===== src/rtl/core/daf_pkg.sv =====
`timescale 1ns / 1ps

package daf_pkg;

	localparam int VALUE_W = 12;
	localparam int CHAR_W  = 7;

	localparam logic [CHAR_W-1:0] CH_SPACE = 7'd32;
	localparam logic [CHAR_W-1:0] CH_CR    = 7'd13;
	localparam logic [CHAR_W-1:0] CH_LF    = 7'd10;
	localparam logic [CHAR_W-1:0] CH_ZERO  = 7'd48;

	// BCD of one value plus its leading-blank marks
	typedef struct packed {
		logic [15:0] bcd;    // thousands, hundreds, tens, units
		logic [2:0]  blank;  // bit 2 thousands, bit 1 hundreds, bit 0 tens
	} daf_digits_t;

endpackage


===== src/rtl/core/decimal_ascii_formatter.sv =====
`timescale 1ns / 1ps
// Prints a 12-bit value as six ASCII characters: three blank-padded digits,
// units digit, CR, LF (last_char set on LF).
// The value passes three double-dabble stages and the digit register before the
// first character is valid, then one character per cycle while out_ready is high.
// The next value's digits load as its LF is accepted, so lines print back to back.
// Reset (arst_n low) empties the pipeline and clears busy_q and pos_q.

module decimal_ascii_formatter import daf_pkg::*; (
	input  logic               clk,
	input  logic               arst_n,
	input  logic               in_valid,
	output logic               in_ready,
	input  logic [VALUE_W-1:0] value,
	output logic               out_valid,
	input  logic               out_ready,
	output logic [CHAR_W-1:0]  ascii_char,
	output logic               last_char
);

	localparam logic [2:0] POS_UNITS = 3'd3;
	localparam logic [2:0] POS_CR    = 3'd4;
	localparam logic [2:0] POS_LF    = 3'd5;

	logic        pipe_valid;
	logic        pipe_ready;
	daf_digits_t pipe_digits;

	daf_bcd_pipe u_pipe (
		.clk        (clk),
		.arst_n     (arst_n),
		.in_valid   (in_valid),
		.in_ready   (in_ready),
		.value      (value),
		.out_valid  (pipe_valid),
		.out_ready  (pipe_ready),
		.out_digits (pipe_digits)
	);

	logic        busy_q;
	logic [2:0]  pos_q;
	daf_digits_t digits_q;
	logic        word_done;
	logic [3:0]  nib;
	logic        blank;

	assign word_done  = out_valid && out_ready;
	assign pipe_ready = !busy_q || (word_done && pos_q == POS_LF);

	always_ff @(posedge clk or negedge arst_n) begin
		if (!arst_n) begin
			busy_q <= 1'b0;
			pos_q  <= 3'd0;
		end else if (pipe_ready) begin
			busy_q <= pipe_valid;
			pos_q  <= 3'd0;
		end else if (word_done) begin
			pos_q <= pos_q + 3'd1;
		end
	end

	always_ff @(posedge clk) begin
		if (pipe_ready && pipe_valid) begin
			digits_q <= pipe_digits;
		end
	end

	always_comb begin
		nib   = 4'd0;
		blank = 1'b0;
		case (pos_q)
			3'd0: begin
				nib   = digits_q.bcd[15:12];
				blank = digits_q.blank[2];
			end
			3'd1: begin
				nib   = digits_q.bcd[11:8];
				blank = digits_q.blank[1];
			end
			3'd2: begin
				nib   = digits_q.bcd[7:4];
				blank = digits_q.blank[0];
			end
			default: begin
				nib   = digits_q.bcd[3:0];
				blank = 1'b0;
			end
		endcase
	end

	always_comb begin
		case (pos_q)
			POS_UNITS: ascii_char = CH_ZERO + {3'b000, digits_q.bcd[3:0]};
			POS_CR:    ascii_char = CH_CR;
			POS_LF:    ascii_char = CH_LF;
			default:   ascii_char = blank ? CH_SPACE : (CH_ZERO + {3'b000, nib});
		endcase
	end

	assign last_char = (pos_q == POS_LF);
	assign out_valid = busy_q;

endmodule


===== src/rtl/core/daf_bcd_pipe.sv =====
`timescale 1ns / 1ps

module daf_bcd_pipe import daf_pkg::*; (
	input  logic               clk,
	input  logic               arst_n,
	input  logic               in_valid,
	output logic               in_ready,
	input  logic [VALUE_W-1:0] value,
	output logic               out_valid,
	input  logic               out_ready,
	output daf_digits_t        out_digits
);

	// One shift-add-3 step of double dabble
	function automatic logic [15:0] dabble(input logic [15:0] bcd, input logic b);
		logic [15:0] t;
		t = bcd;
		for (int n = 0; n < 4; n++) begin
			if (t[4*n +: 4] >= 4'd5) begin
				t[4*n +: 4] = t[4*n +: 4] + 4'd3;
			end
		end
		return {t[14:0], b};
	endfunction

	function automatic logic [15:0] dabble4(input logic [15:0] bcd, input logic [3:0] bits);
		logic [15:0] t;
		t = bcd;
		for (int k = 3; k >= 0; k--) begin
			t = dabble(t, bits[k]);
		end
		return t;
	endfunction

	logic        valid_s1, valid_s2, valid_s3;
	logic [15:0] bcd_s1, bcd_s2, bcd_s3;
	logic [7:0]  bin_s1;
	logic [3:0]  bin_s2;
	logic [2:0]  blank_s1, blank_s2, blank_s3;
	logic        adv_s1, adv_s2, adv_s3;

	assign adv_s3   = !valid_s3 || out_ready;
	assign adv_s2   = !valid_s2 || adv_s3;
	assign adv_s1   = !valid_s1 || adv_s2;
	assign in_ready = adv_s1;

	always_ff @(posedge clk or negedge arst_n) begin
		if (!arst_n) begin
			valid_s1 <= 1'b0;
			valid_s2 <= 1'b0;
			valid_s3 <= 1'b0;
		end else begin
			if (adv_s1) valid_s1 <= in_valid;
			if (adv_s2) valid_s2 <= valid_s1;
			if (adv_s3) valid_s3 <= valid_s2;
		end
	end

	always_ff @(posedge clk) begin
		if (adv_s1 && in_valid) begin
			bcd_s1   <= dabble4(16'd0, value[11:8]);
			bin_s1   <= value[7:0];
			blank_s1 <= {value < 12'd1000, value < 12'd100, value < 12'd10};
		end
		if (adv_s2 && valid_s1) begin
			bcd_s2   <= dabble4(bcd_s1, bin_s1[7:4]);
			bin_s2   <= bin_s1[3:0];
			blank_s2 <= blank_s1;
		end
		if (adv_s3 && valid_s2) begin
			bcd_s3   <= dabble4(bcd_s2, bin_s2);
			blank_s3 <= blank_s2;
		end
	end

	assign out_valid        = valid_s3;
	assign out_digits.bcd   = bcd_s3;
	assign out_digits.blank = blank_s3;

endmodule


===== config.mk =====
export PLATFORM = sky130hd
export DESIGN_NAME = decimal_ascii_formatter
export DESIGN_NICKNAME = d
export VERILOG_FILES = /design/src/rtl/core/daf_pkg.sv /design/src/rtl/core/decimal_ascii_formatter.sv /design/src/rtl/core/daf_bcd_pipe.sv
export SDC_FILE = /design/constraint.sdc
export NUM_CORES = 1
export LEC_CHECK = 0
export BUFFER_PORTS_ARGS = -buffer_cell sky130_fd_sc_hd__buf_2
export CAP_MARGIN = 25
export CORE_MARGIN = 2
export CORE_UTILIZATION = 45
export DETAILED_ROUTE_END_ITERATION = 10
export PLACE_DENSITY = 0.61
export SYNTH_ARGS = -nofsm -noshare
export SYNTH_HDL_FRONTEND = slang
export SYNTH_SLANG_ARGS = --single-unit

===== constraint.sdc =====
create_clock -name clk -period 6 [get_ports clk]
set_input_delay 0.6 -clock clk [delete_from_list [all_inputs] [get_ports clk]]
set_output_delay 0.6 -clock clk [all_outputs]
set_load 0.03 [all_outputs]

# --- Word level (Yosys, flattened, before mapping) ---
# Cells that the tools add are included.
totals:
  regBits: 84
  input_bits: 16
  word_cells: 165
classes:
  addsub: 34
  magnitude_cmp: 34
  n_eq_ne: 5
  muxes: 60
  n_reduce_logical: 16
ops:
  columns: ["operator", "count"]
  rows:
  - ["$mux 4", 41]
  - ["$ge 4x3->1 const B", 29]
  - ["$add 4x2->4 const B", 22]
  - ["$mux 3", 15]
  - ["$add 3x2->3 const B", 7]
  - ["$pmux 7 s3", 1]
  - ["$add 6x4->7 const A", 2]
  - ["$lt 12x10->1 const B", 1]
  - ["$lt 12x4->1 const B", 1]
  - ["$lt 12x7->1 const B", 1]
  - ["$pmux 4 s3", 1]
  - ["$mux 7", 1]
  - ["$eq 3x2->1 const B", 2]
  - ["$eq 3x3->1 const B", 2]
  - ["$logic_and 1x1->1", 6]
  - ["$add 3x2->4 const B", 1]
  - ["$logic_not 1->1", 4]
  - ["$logic_or 1x1->1", 4]
  - ["$add 1x2->3 const B", 1]
  - ["$add 3x1->3 const B", 1]
  - ["$eq 3x1->1 const B", 1]
  - ["$ge 1x3->1 const B", 1]
  - ["$ge 3x3->1 const B", 1]
  - ["$logic_not 3->1", 1]
  - ["other kinds (2)", 2]

# --- Longest topological paths before layout ---
logic_depth:
  word_depth: 15
  depth_mapped: 20

# --- Hierarchy ---
# From an unflattened synthesis, not the netlist that was laid out.
hier_totals:
  hier_cells: 490
  area_unflattened_um2: 4977.3
modules_own_cells:
  columns: ["mod", "n_inst", "cells_per_inst", "area_per_inst_um2", "seq_area_each_um2"]
  rows:
  - ["daf_bcd_pipe", 1, 409, 3941.3, 1606.5]
  - ["decimal_ascii_formatter", 1, 81, 1036.0, 670.6]

# --- Least setup slack after synthesis ---
# OpenSTA, ideal clock, no wires.
synth_path:
  path_kind: "register -> register"
  startpoint: "register u_pipe.bcd_s1[0]"
  endpoint: "register u_pipe.bcd_s2[5] (data pin)"
  setup_time_ns: 0.270
  arrival_time_ns: 3.775
  required_ns: 5.730
  slack_ns: 1.954
  path_stages_with_launch: 18
  n_path_buf: 0
  period_less_slack_ns: 4.046
  path_cell_list: "edfxtp_1 > inv_1 > ha_1 > and2b_2 > o21ai_1 > or2_1 > ha_1 > and2b_2 > o31ai_2 > mux2_4 > or3_4 > nand2_4 > inv_4 > ha_1 > nor2_1 > a21oi_1 > o32ai_1 > a221oi_1"
synth_between:
  elab_chain_cells: 11
  elab_cells_between_ends: 23
synth_lines:
  columns: ["item", "line", "source"]
  rows:
  - ["from (decl)", "daf_bcd_pipe.sv:36", "logic [15:0] bcd_s1, bcd_s2, bcd_s3;"]
  - ["from (signal assigned)", "daf_bcd_pipe.sv:61", "bcd_s1 <= dabble4(16'd0, value[11:8]);"]
  - ["$add 4x2->4 / $ge 4x3->1 (equally long branches)", "daf_bcd_pipe.sv:20, daf_bcd_pipe.sv:19", null]
  - ["$mux 4 (*)", "daf_bcd_pipe.sv:19", "if (t[4*n +: 4] >= 4'd5) begin"]
  - ["$mux 4 (*)", "daf_bcd_pipe.sv:65", "if (adv_s2 && valid_s1) begin"]
  - ["$add 4x2->4 / $ge 4x3->1 (equally long branches)", "daf_bcd_pipe.sv:20, daf_bcd_pipe.sv:19", null]
  - ["$mux 4", "daf_bcd_pipe.sv:19", null]
  - ["$mux 4", "daf_bcd_pipe.sv:65", null]
  - ["$add 4x2->4 / $ge 4x3->1 (equally long branches)", "daf_bcd_pipe.sv:20, daf_bcd_pipe.sv:19", null]
  - ["$mux 4", "daf_bcd_pipe.sv:19", null]
  - ["$mux 4", "daf_bcd_pipe.sv:65", null]
  - ["$add 4x2->4 / $ge 4x3->1 (equally long branches)", "daf_bcd_pipe.sv:20, daf_bcd_pipe.sv:19", null]
  - ["$mux 4 (*)", "daf_bcd_pipe.sv:19", null]
  - ["to (signal assigned)", "daf_bcd_pipe.sv:66", "bcd_s2 <= dabble4(bcd_s1, bin_s1[7:4]);"]
  - ["to (decl)", "daf_bcd_pipe.sv:36", null]
# Every way passes the cells marked *; elsewhere a longest branch is shown, timed or not. The select of a mux whose other input is x is not followed.
# A chain may end at the register's enable or synchronous reset.

# --- Final worst setup path ---
# Ends and elaborated chain as after synthesis.

==> metrics.md <==
| Metric | Value |
|---|---|
| Vias per inst | 5.76 |
| Total Negative Setup Slacks | 0 ns |
| Total grt overflow | 0 |
| Share of cells above drive strength 1 | ~15% |
| Final min period | approximately 4.9 ns |
| CTS tree | yes |
| CP endpoint kind | register |
| Total length of routed wires | around 9700 µm |
| # setup viols final | 0 |
| Starting Density | a little under half |
| Fmax | between 0.2 and 0.25 GHz |
| Clk buf depth | 2 |
| Avg Synthesized Cell Area | between 9 and 10 µm² |
| RSZ-0062 raised after global routing | no |
| Total die area | between 0.01 and 0.015 mm² |
| Post-CTS Resized | 0 |
| DR pass1 iterations | 5 |
| Worst endpoint required time | 6.03 ns |
| GP Congestion | around 0.88 |
| Cell variety after synth | between 80 and 90 |
| Die width | 110 µm |
| Multi-input gate area | ~0.0026 mm² |
| Max FO, Critical Path | 16 |
| # DRC | 0 |
| Drt initial violations | around 330 |
| FF/Latch Area | around 0.0022 mm² |
| Nets | between 500 and 600 |
| PwrDens | about 400 mW/mm² |
| Antenna violations before repair | 0 |
| Power, Total | between 2000 and 2500 µW |
| Inst Count DP | between 600 and 700 |
| Number of synthesized flops with an enable pin | 69 |
| Clock latency on the worst-skew pair | roughly 0.33 ns |
| Largest net degree at the start of global routing | 20 |
| Setup bufs post-CTS | 0 |
| Non-filler instance count after layout | between 600 and 700 |
| Syn Std Cell Area | between 0.005 and 0.006 mm² |
| Result of the run | completed |
| DR vias | around 3900 |
| Ys flop type | edfxtp_1 |
| Clock sink count | 76 |
| Vias in the first global route | roughly 3600 |
| Number of buffers inserted by hold repair at cts | 0 |
| Post-synth ARST share | around 9% |
| H-tree depth | 3 |
| Post-route design area | between 0.005 and 0.006 mm² |
| Clock root buffer | clkbuf_16 |
| Final Hold Fails | 0 |
| Synth Instances | 509 |
| Worst-Margin Slew | about 0.99 ns |
| Final worst-path cycle share | 81.7% |
| I/O Pins | 26 |
| ANT cells | 0 |
| Synth Register Bits | between 70 and 80 |
| WS Path Type | reg2reg |
| Worst slew margin | 34.1% |
| Seq/Total Area, Yosys | 44.2% |
| Layout Utilization | 51.3% |
| Core outline area | 0.0109 mm² |
| Leak | ~0.0021 µW |
| Type of origin of the critical path | register |
| Slew Viols, Final | 0 |
| Port bufs | 24 |
| Max_cap viols | 0 |
| CTS buffer count | 9 |
| Die Y | 110 µm |
| Syn nets | between 500 and 600 |
| Worst min path class | in2async |
| Total GRT Usage | approximately 17% |
| Final clock skew | about 0.011 ns |
| Reg clk slew, reported paths | 0.06 ns |
| Area after DPL | 0.00528 mm² |
| Yosys warns | 0 |
| HPWL Detailed | about 7200 µm |
| WP data arrival | 4.93 ns |
| DR WL/cell | 14.5 µm |
| Worst vdd ir | about 0.29 mV |
| First-pass GRT wire length | ~16000 µm |
| Rows | 38 |
| Fill cells | 994 |
| Area Overhead vs Synth | 10.4% |
| Detail Route Antenna Nets | 0 |
## cell type report
class,count,area share [%]
tap,140,3.12
clock buffer,10,4.26
sequential,76,40.0
clock inverter,6,1.67
inverter,28,1.92
multi-input combinational,385,46.5
timing repair buffer,26,2.47
## layout by cell type, fill, tap and decap left out, types with 8 or more instances in the layout
cell and instances:
edfxtp_1 69, nand2_1 50, nor2_1 35, a21oi_1 34, o21ai_0 31, inv_1 27, buf_2 24, ha_1 22
nor3_1 14, nand2b_1 12, a211oi_1 11, o22ai_1 11, nand3_1 11, mux2i_1 9, clkbuf_16 9, and2_1 8
## through the flow
step	hold slack, ns	worst slack, ns
2_1_floorplan	0.304	1.95
3_3_place_gp	0.402	1.34
3_5_place_dp	0.405	1.14
4_1_cts	0.0866	1.13
5_1_grt	0.0917	0.646
6_report	0.0905	1.10
## state kept, by name, summed over array words and instances, names as in the netlist, 3 cells and up
register and flops:
u_pipe.blank_s1 3, u_pipe.bin_s1 8, u_pipe.bcd_s3 15, u_pipe.blank_s3 3, u_pipe.bcd_s1 5, u_pipe.blank_s2 3
digits_q 18, u_pipe.bcd_s2 10, u_pipe.bin_s2 4, pos_q 3
## path summary, 6_finish.rpt
| path | start | slack [ns] | cells after the start | end |
|---|---|---|---|---|
| setup / recovery | u_pipe.bcd_s1[0]$_DFFE_PP_ | 1.10 | 17 | u_pipe.bcd_s2[5]$_DFFE_PP_ |
| hold / removal | arst_n | 0.09 | 1 | out_valid$_DFFE_PN0P_ |
| setup reg to reg | u_pipe.bcd_s1[0]$_DFFE_PP_ | 1.10 | 17 | u_pipe.bcd_s2[5]$_DFFE_PP_ |
| hold reg to reg | u_pipe.bcd_s3[1]$_DFFE_PP_ | 0.41 | 0 | digits_q[4]$_DFFE_PP_ |
| max in group asynchronous | arst_n | 5.76 | 1 | u_pipe.valid_s1$_DFFE_PN0N_ |
| min in group clk | u_pipe.bcd_s3[1]$_DFFE_PP_ | 0.41 | 0 | digits_q[4]$_DFFE_PP_ |
## worst max-delay path, cell delays in order (launching register included)
cell and delay [ns]:
edfxtp_1 0.46, ha_1 0.24, nand2b_2 0.20, a211oi_1 0.36, or2_1 0.24, ha_1 0.27, and2b_2 0.20, nor3_1 0.06
a311oi_2 0.82, nand2_1 0.22, ha_1 0.39, a211oi_1 0.22, a21oi_1 0.07, ha_1 0.24, nand2_1 0.08, a21oi_1 0.11
o32ai_1 0.29, a221oi_1 0.13
## cell families after synthesis
family | count (synthesis) | share of synthesized area, %
AOI/OAI and AO/OA | 169 | 23.7
xor gates and xnor gates | 9 | 1.70
adders and majority gates | 22 | 5.41
buffers and inverters | 48 | 4.55
DFF | 76 | 44.2
muxes | 17 | 3.77
other | 1 | 0.0738
and+or+nand+nor | 167 | 16.6
## metal layers
layer / GRT usage [%] / vias to the layer above / routed length [µm]
met3: 3.53 / 7 / 316
li1: - / 1956 / -
met4: 4.55 / 0 / 75
met2: 30.2 / 67 / 4890
met5: 0 / - / 0
met1: 20.9 / 1833 / 4430
## cells in the mapped netlist (3+ instances only)
master	instances	area (µm²)
edfxtp_1	69	2070
nand2_1	50	188
nor2_1	35	131
a21oi_1	34	170
o21ai_0	31	155
inv_1	27	101
ha_1	22	275
nor3_1	14	70.1
clkbuf_1	12	45.0
nand2b_1	12	75.1
a211oi_1	11	82.6
nand3_1	11	55.1
o22ai_1	11	68.8
mux2i_1	9	90.1
and2_1	8	50.1
a31oi_1	7	43.8
and3_1	7	43.8
dfrtp_1	7	175
o211ai_1	7	52.6
o21a_1	7	52.6
xnor2_1	7	61.3
a22oi_1	6	45.0
nor2b_1	5	31.3
a211o_1	4	35.0
a21o_1	4	30.0
mux2_2	4	45.0
o221ai_1	4	35.0
a221o_1	3	30.0
a222oi_1	3	30.0
buf_6	3	33.8
mux2i_2	3	41.3
o21ai_1	3	15.0
or3_1	3	18.8
## report_power, final
group | switching [µW] | internal (µW) | total, µW
combinational | 559 | 356 | 916
clock | 217 | 379 | 596
sequential | 49.9 | 676 | 726
Power figures use the tool's default switching activity.
